## src/hw/rtl/pip_pkg.sv

```systemverilog
`default_nettype none

package pip_pkg;

  // Default capacity of the vertex ring.
  localparam int MAX_VERTICES_DEF = 64;

  // Fewest vertices that make a polygon with an inside.
  localparam int MIN_VERTICES = 3;

  localparam int COORD_W = 16;
  localparam int SW_W    = 15;

  // Coordinate differences, their products and the difference of two products.
  localparam int DIF_W = COORD_W + 1;
  localparam int PRD_W = 2 * DIF_W;
  localparam int ERR_W = PRD_W + 1;

  localparam logic [SW_W-1:0] SW_RESET = SW_W'(15360);

  // Request codes on the input channel.
  localparam logic [1:0] REQ_CLEAR = 2'd0;
  localparam logic [1:0] REQ_ADD   = 2'd1;
  localparam logic [1:0] REQ_QUERY = 2'd2;

  typedef struct packed {
    logic signed [COORD_W-1:0] x;
    logic signed [COORD_W-1:0] y;
  } vtx_t;

  // Control shared by every cell of the ring.
  typedef struct packed {
    logic shift;
    logic load;
  } cell_ctl_t;

  typedef struct packed {
    logic vld;
    logic clr;
  } edge_ctl_t;

  typedef struct packed {
    logic busy;
    logic right_odd;
    logic left_odd;
  } edge_sts_t;

  typedef enum logic [1:0] {
    ST_IDLE,
    ST_WALK,
    ST_DONE
  } st_t;

endpackage

`default_nettype wire

```

## src/hw/rtl/pip_edge.sv

```systemverilog
`default_nettype none

// Tests one polygon edge per cycle against both horizontal rays and keeps the
// parity of the hits. Three stages: differences, products, sign decisions.
module pip_edge import pip_pkg::*; (
  input  wire logic                      clk,
  input  wire logic                      rst_n,
  input  wire edge_ctl_t                 ctl,
  input  wire vtx_t                      va,
  input  wire vtx_t                      vb,
  input  wire logic signed [COORD_W-1:0] qx,
  input  wire logic signed [COORD_W-1:0] qy,
  input  wire logic [SW_W-1:0]           sw,
  output edge_sts_t                      sts
);

  // Two values have the same strict sign: the point is outside their span.
  function automatic logic btw(input logic n1, input logic z1, input logic n2,
                               input logic z2);
    return !((n1 && n2) || (!n1 && !z1 && !n2 && !z2));
  endfunction

  function automatic logic opp(input logic n1, input logic z1, input logic n2,
                               input logic z2);
    return !z1 && !z2 && (n1 != n2);
  endfunction

  logic signed [DIF_W-1:0] qxe, qye, swe, x3, y3, x4, y4;

  // Stage one: differences.
  logic signed [DIF_W-1:0] dq3_nxt, dq4_nxt, ds3_nxt, ds4_nxt, d03_nxt, d04_nxt;
  logic signed [DIF_W-1:0] dy_nxt, tx_nxt, ty3_nxt, ty4_nxt;
  logic signed [DIF_W-1:0] dq3_r, dq4_r, ds3_r, ds4_r, d03_r, d04_r;
  logic signed [DIF_W-1:0] dy_r, tx_r, ty3_r, ty4_r;
  logic                    v1_r;

  // Stage two: products, with the differences the decisions still need.
  logic signed [PRD_W-1:0] pq_r, ps_r, p0_r, pt_r;
  logic signed [DIF_W-1:0] dq3_2r, dq4_2r, ds3_2r, ds4_2r, d03_2r, d04_2r;
  logic signed [DIF_W-1:0] ty3_2r, ty4_2r;
  logic                    v2_r;

  // Stage three: orientation values and hit decisions.
  logic signed [ERR_W-1:0] eq, es, e0;
  logic signed [DIF_W-1:0] dxr;
  logic                    ybox, t3z, t4z;
  logic                    hit_r, hit_l;
  logic                    right_r, left_r, right_nxt, left_nxt;

  assign qxe = DIF_W'(qx);
  assign qye = DIF_W'(qy);
  assign swe = signed'({2'b00, sw});
  assign x3  = DIF_W'(va.x);
  assign y3  = DIF_W'(va.y);
  assign x4  = DIF_W'(vb.x);
  assign y4  = DIF_W'(vb.y);

  always_comb begin
    dq3_nxt = qxe - x3;
    dq4_nxt = qxe - x4;
    ds3_nxt = swe - x3;
    ds4_nxt = swe - x4;
    d03_nxt = -x3;
    d04_nxt = -x4;
    dy_nxt  = y4 - y3;
    tx_nxt  = x4 - x3;
    ty3_nxt = qye - y3;
    ty4_nxt = qye - y4;
  end

  always_ff @(posedge clk) begin
    dq3_r  <= dq3_nxt;
    dq4_r  <= dq4_nxt;
    ds3_r  <= ds3_nxt;
    ds4_r  <= ds4_nxt;
    d03_r  <= d03_nxt;
    d04_r  <= d04_nxt;
    dy_r   <= dy_nxt;
    tx_r   <= tx_nxt;
    ty3_r  <= ty3_nxt;
    ty4_r  <= ty4_nxt;

    pq_r   <= dq3_r * dy_r;
    ps_r   <= ds3_r * dy_r;
    p0_r   <= d03_r * dy_r;
    pt_r   <= ty3_r * tx_r;
    dq3_2r <= dq3_r;
    dq4_2r <= dq4_r;
    ds3_2r <= ds3_r;
    ds4_2r <= ds4_r;
    d03_2r <= d03_r;
    d04_2r <= d04_r;
    ty3_2r <= ty3_r;
    ty4_2r <= ty4_r;
  end

  always_comb begin
    eq  = ERR_W'(pq_r) - ERR_W'(pt_r);
    es  = ERR_W'(ps_r) - ERR_W'(pt_r);
    e0  = ERR_W'(p0_r) - ERR_W'(pt_r);
    dxr = swe - qxe;
    t3z = (ty3_2r == '0);
    t4z = (ty4_2r == '0);
    ybox = btw(ty3_2r[DIF_W-1], t3z, ty4_2r[DIF_W-1], t4z);

    // Rightward ray: from the query point to the screen width.
    hit_r = (opp(eq[ERR_W-1], eq == '0, es[ERR_W-1], es == '0) && (dxr != '0) &&
             opp(ty3_2r[DIF_W-1], t3z, ty4_2r[DIF_W-1], t4z))
         || ((eq == '0) && ybox &&
             btw(dq3_2r[DIF_W-1], dq3_2r == '0, dq4_2r[DIF_W-1], dq4_2r == '0))
         || ((es == '0) && ybox &&
             btw(ds3_2r[DIF_W-1], ds3_2r == '0, ds4_2r[DIF_W-1], ds4_2r == '0))
         || (t3z && btw(dq3_2r[DIF_W-1], dq3_2r == '0, ds3_2r[DIF_W-1], ds3_2r == '0))
         || (t4z && btw(dq4_2r[DIF_W-1], dq4_2r == '0, ds4_2r[DIF_W-1], ds4_2r == '0));

    // Leftward ray: from x = 0 to the query point.
    hit_l = (opp(e0[ERR_W-1], e0 == '0, eq[ERR_W-1], eq == '0) && (qx != '0) &&
             opp(ty3_2r[DIF_W-1], t3z, ty4_2r[DIF_W-1], t4z))
         || ((e0 == '0) && ybox &&
             btw(d03_2r[DIF_W-1], d03_2r == '0, d04_2r[DIF_W-1], d04_2r == '0))
         || ((eq == '0) && ybox &&
             btw(dq3_2r[DIF_W-1], dq3_2r == '0, dq4_2r[DIF_W-1], dq4_2r == '0))
         || (t3z && btw(d03_2r[DIF_W-1], d03_2r == '0, dq3_2r[DIF_W-1], dq3_2r == '0))
         || (t4z && btw(d04_2r[DIF_W-1], d04_2r == '0, dq4_2r[DIF_W-1], dq4_2r == '0));

    right_nxt = right_r;
    left_nxt  = left_r;
    if (ctl.clr) begin
      right_nxt = 1'b0;
      left_nxt  = 1'b0;
    end else if (v2_r) begin
      right_nxt = right_r ^ hit_r;
      left_nxt  = left_r ^ hit_l;
    end
  end

  always_ff @(posedge clk) begin
    if (!rst_n) begin
      v1_r    <= 1'b0;
      v2_r    <= 1'b0;
      right_r <= 1'b0;
      left_r  <= 1'b0;
    end else begin
      v1_r    <= ctl.vld;
      v2_r    <= v1_r;
      right_r <= right_nxt;
      left_r  <= left_nxt;
    end
  end

  assign sts.busy      = v1_r | v2_r;
  assign sts.right_odd = right_r;
  assign sts.left_odd  = left_r;

endmodule

`default_nettype wire

```

## config.mk

```make
export PLATFORM = sky130hd
export DESIGN_NAME = pip_edge
export DESIGN_NICKNAME = d
export VERILOG_FILES = /design/src/hw/rtl/pip_pkg.sv /design/src/hw/rtl/pip_edge.sv
export SDC_FILE = /design/constraint.sdc
export NUM_CORES = 2
export LEC_CHECK = 0
export ABC_AREA = 1
export ABC_CLOCK_PERIOD_IN_PS = 6600
export BUFFER_PORTS_ARGS = -buffer_cell sky130_fd_sc_hd__buf_2
export CAP_MARGIN = 20
export CORE_UTILIZATION = 45
export DETAILED_ROUTE_END_ITERATION = 12
export SLEW_MARGIN = 10
export SYNTH_ARGS = -nofsm -noshare
export SYNTH_HDL_FRONTEND = slang
export SYNTH_SLANG_ARGS = --single-unit
```

## constraint.sdc

```tcl
create_clock -name clk -period 6.6 [get_ports clk]
set_input_delay 0.99 -clock clk [delete_from_list [all_inputs] [get_ports clk]]
set_output_delay 0.99 -clock clk [all_outputs]
set_load 0.02 [all_outputs]
```

== Yosys cells after proc, flatten, opt, wreduce, memory -nomap -nowiden ==
Index checks and enable logic that the tools add are counted.

* Logic and storage cells: 158
* Register bits after elaboration: 446
* Input port bits: 115
* Output and inout port bits: 3

* Reduce and logical (&&, ||, !) cells: 107
* Equal/unequal tests: 3
* Add/subtract/negate cells: 14
* Bitwise operators: 4
* $mul: 4

{| class="wikitable"
|+ Operators by type and width
! cell !! count
|-
| $sub 16x16->17 || 9
|-
| $logic_not 17->1 || 8
|-
| $mul 17x17->34 || 4
|-
| $logic_not 35->1 || 3
|-
| $sub 34x34->35 || 3
|-
| $logic_and 1x1->1 || 50
|-
| $neg 16->17 || 2
|-
| $logic_not 1->1 || 27
|-
| $reduce_bool 17->1 || 1
|-
| $logic_or 1x1->1 || 16
|-
| $reduce_bool 16->1 || 1
|-
| $ne 1x1->1 || 3
|-
| $reduce_or 2->1 || 1
|-
| $xor 1x1->1 || 2
|-
| $not 1->1 || 1
|-
| $or 1x1->1 || 1
|}

== Logic depth before layout (Yosys ltp) ==
* Word-level depth: 14
* Mapped depth: 29
* Depth with buffers taken out: 27

== Least setup slack after synthesis ==
Ideal clock, no wire load.

* Path type: reg2reg
* Start: register dy_r[2]
* End: register ps_r[32]
* Stages on the path, launching flop included: 24
* Period minus slack after synthesis: 5873 ps
* Required time: 6528 ps
* Arrival: 5801 ps
* Setup time: 72 ps
* Slack: 727 ps
* Path buffers: 2
* Cells stage by stage: dfxtp_1 > clkbuf_1 > clkbuf_1 > nand2_1 > inv_1 > fa_1 > fa_1 > inv_1 > fa_1 > fa_1 > fa_1 > fa_1 > inv_1 > ha_1 > nand2_1 > nor2_1 > a211oi_1 > nor2_1 > a311oi_1 > nand3_1 > a21oi_1 > nor2_1 > nor2_1 > xor2_1

* Cells in the longest elaborated chain, start to end: 1

{| class="wikitable"
|+ Ends and longest elaborated chain
! item !! RTL line !! RTL
|-
| start: declaration || pip_edge.sv:34 || <nowiki>logic signed [DIF_W-1:0] dy_r, tx_r, ty3_r, ty4_r;</nowiki>
|-
| start signal: assignment || pip_edge.sv:78 || <nowiki>dy_r <= dy_nxt;</nowiki>
|-
| $mul 17x17->34 || pip_edge.sv:84 || <nowiki>ps_r <= ds3_r * dy_r;</nowiki>
|-
| end signal: assignment || pip_edge.sv:84 ||
|-
| end: declaration || pip_edge.sv:38 || <nowiki>logic signed [PRD_W-1:0] pq_r, ps_r, p0_r, pt_r;</nowiki>
|}

No other way between the ends.
A chain may end at the register's enable or synchronous reset.

== Worst setup path in the final report ==
* Start: register ty3_r[12]
* End: register pt_r[29]

* Cells in the longest elaborated chain, start to end: 1

{| class="wikitable"
|+ Ends and longest elaborated chain
! item !! RTL line !! RTL
|-
| start: declaration || pip_edge.sv:34 ||
|-
| start signal: assignment || pip_edge.sv:80 || <nowiki>ty3_r <= ty3_nxt;</nowiki>
|-
| $mul 17x17->34 || pip_edge.sv:86 || <nowiki>pt_r <= ty3_r * tx_r;</nowiki>
|-
| end signal: assignment || pip_edge.sv:86 ||
|-
| end: declaration || pip_edge.sv:38 ||
|}

No other way between the ends.

==> summary.md <==
| Metric | Value |
|---|---|
| Final net count | 10888 |
| Drt drc | 0 |
| Worst r2r src | ty3_r[12]$_DFF_P_ |
| Sequential share of the synthesized area | 13.0% |
| CTS Buf Count | 53 |
| Largest family of logic cells by synthesized area | adder cells |
| Gr busiest metal | met2 |
| PnR worst setup slack | 318 ps |
| Post-synthesis mux area share | 0% |
| Crit share post-route | 95.2% |
| WHS Path Cells | 0 |
| Die ar. | 154000 µm² |
| Post-synth top area share | 34.7% |
| RSZ-0062 raised after global routing | false |
| Run status | finished, final reports clean |
| GRT Total Usage | 26.5% |
| Crit path DAT | 6820 ps |
| Met1 usage | 38.1% |
| Relative slew margins | 31.4% |
| Mapped Cells | 8946 |
| Layout Cells excl Fill | 11067 |
| HP Start | ty4_r[12]$_DFF_P_ |
| Share of post-route cells with drive strength above 1 | 4.97% |
| Top_reg_cell synth | dfxtp_1 |
| Final Setup Violations | 0 |
| Initial Util | 45.3% |
| Min-delay worst type | reg -> reg |
| Reg2reg path depth | 20 |
| Chip width | 393 µm |
| Yosys top cell by area | fa_1 |
| Via count | 54258 |
| Clock sink count | 446 |
| Vias in the first global route | 55370 |
| # H-tree levels | 2 |
| Cts hold-fix bufs | 0 |
| Fill cells | 15047 |
| Async SR Flop Fraction | 0% |
| Vias per cell | 4.90 |
| Fmax | 159 MHz |
| Grt total ovfl | 0 |
| Fin. Hold Viols | 0 |
| Met3 Track Usage GR | 3.33% |
| Synth unique cells | 52 |
| Crit path capture type | flop |
| Syn nets | 10839 |
| CTS Root Buffer Type | clkbuf_16 |
| Simple-Gate Fraction of Synth Area | 18.0% |
| Rows | 143 |
| Critical path type | reg -> reg |
| WHS Endpoint | ty4_2r[12]$_DFF_P_ |
| Global routing usage on met2 | 41.9% |
| DP Cell Count | 10970 |
| Gpl congestion | 0.953 |
| Cell Area, Synth | 68800 µm² |
| XOR/XNOR Fraction of Synth Area | 3.81% |
| Number of synthesized flops with an enable pin | 0 |
| Reg2Reg Setup Slack | 320 ps |
| Total routed wirelength | 199000 µm |
| Final Skew | 67.3 ps |
| Post-synth top cells | inv_1, nand2_1, fa_1 |
| Yosys reg bits | 446 |
| Largest net degree at the start of global routing | 52 |
| HPWL after detailed placement | 172000 µm |
| Area delta synth->final | 7.67% |
| Warnings from Yosys | 0 |
| Die Y | 393 µm |
| Worst Setup Start Kind | flop |
| Count of buffers from port buffering | 117 |
| Critical path peak fanout | 7 |
| IO Pins | 118 |
| Clk Latency, worst-skew pair | 680 ps |
| Max-cap violations | 0 |
| WL/cell | 18.0 µm |
| Final min period | 6280 ps |
| Initial antenna violation count | 8 |
| Least-Margin Pin Slew | 1020 ps |
| ANT nets after route | 0 |
| Clock Path Buffers | 3 |
| DR pass1 iterations | 8 |
| Crit path launch | ty3_r[12]$_DFF_P_ |
| Worst endpoint required time | 7140 ps |
| Post-synthesis adder-cell area fraction | 45.3% |
| DR iter-0 viols | 3940 |
| Largest cells by area after synthesis | fa_1, inv_1, dfxtp_1 |
| Max-slew violations | 0 |
| Setup_tns | 0 ps |
| Pre-CTS setup slack | 38.4 ps |
| Worst flop-to-flop path endpoint | pt_r[29]$_DFF_P_ |
| Most numerous cell in the Yosys netlist | inv_1 |
| Synth Area in Compound Gates | 4.78% |
| CTS tree | built |
| Average size of a mapped cell | 7.69 µm² |
| Clock Pin Slew Worst Setup and Hold Paths | 60 ps |
| Global-route wire length before repair | 313000 µm |
| Core area | 152000 µm² |
## area by class of cell
| type | instances | area (µm²) | share of cell area [%] |
|---|---|---|---|
| antenna | 4 | 10.0 | 0.0135 |
| clock buffer | 63 | 1410 | 1.91 |
| clock inverter | 30 | 423 | 0.571 |
| inverter | 2494 | 9360 | 12.6 |
| multi-input combinational | 5734 | 49500 | 66.8 |
| sequential | 446 | 8960 | 12.1 |
| tap | 2030 | 2540 | 3.43 |
| timing repair buffer | 266 | 1880 | 2.54 |
## state kept, by name, summed over array words and instances (netlist names), 34 cells and up
register and flops:
pt_r 34, ps_r 34, p0_r 34, pq_r 34
## critical path, cell delays in order (launching register included)
cell and delay [ps]:
dfxtp_1 640, nand2_1 150, fa_1 530, fa_1 510
fa_1 510, inv_1 60, fa_1 530, fa_1 500
inv_1 50, fa_1 470, inv_1 40, ha_1 360
nand2_1 120, nor2_1 110, inv_1 50, o21bai_2 310
a21boi_1 210, o31ai_1 410, nand2_1 120, nand2_1 120
xor2_2 340
## layer usage
layer  wire (µm)  part of all wire (%)
met4        5550                   2.8
met5          62                 0.031
met2       88300                    44
met3       12600                   6.3
met1       92300                    46
## placed cells by master (no fill, tap or decap), drive strengths merged, types with 12 or more instances in the layout
cell	count
buf	266
nor2	376
nand4	50
a21boi	15
nor4	38
nor3	47
xor2	193
o21ai	136
ha	586
dfxtp	446
o211ai	14
nand3	214
nand2	2280
fa	1192
inv	2498
o21bai	22
a211oi	12
clkbuf	63
or2	23
a21o	16
xnor2	106
nand3b	31
a21oi	325
a31oi	13
## stage by stage
| step | hold WS (ps) | instance area, µm² | util [%] |
|---|---|---|---|
| floorplan | 310 | 68800 | - |
| global placement | 310 | 72200 | 47.5 |
| detailed placement | 312 | 72200 | 47.5 |
| CTS | 326 | 74100 | 48.7 |
| global route | 329 | 74100 | 48.8 |
| finish | 325 | 74100 | 48.8 |
## timing repair
item                                    CTS  global route
endpoints found under the hold margin     0             0
buffers inserted                          0             0
resized for setup                         0             9
endpoints found under the setup margin    0             5
## cell families (layout without fill, tap and decap cells)
logic type,Yosys count,after routing
buffers and inverters,2766,2853
flip-flops,446,446
XOR/XNOR,299,299
AO/OA/AOI/OAI,586,586
AND/OR/NAND/NOR,3071,3071
adder cells (fa/ha/maj),1778,1778
other,0,4
## worst max path at each step
stage                             endpoint  slack, ps  depth (start not counted)
after floorplan           ps_r[32]$_DFF_P_        730                         23
after global placement    pt_r[29]$_DFF_P_         50                         20
after detailed placement  pt_r[29]$_DFF_P_         40                         20
after CTS                 pt_r[29]$_DFF_P_         10                         20
after global routing      pq_r[32]$_DFF_P_        0.2                         19
final                     pt_r[29]$_DFF_P_        320                         20
Power is left out: the tool's default activity adds up to more than one toggle a clock period on the data nets, which glitch-free logic cannot reach.
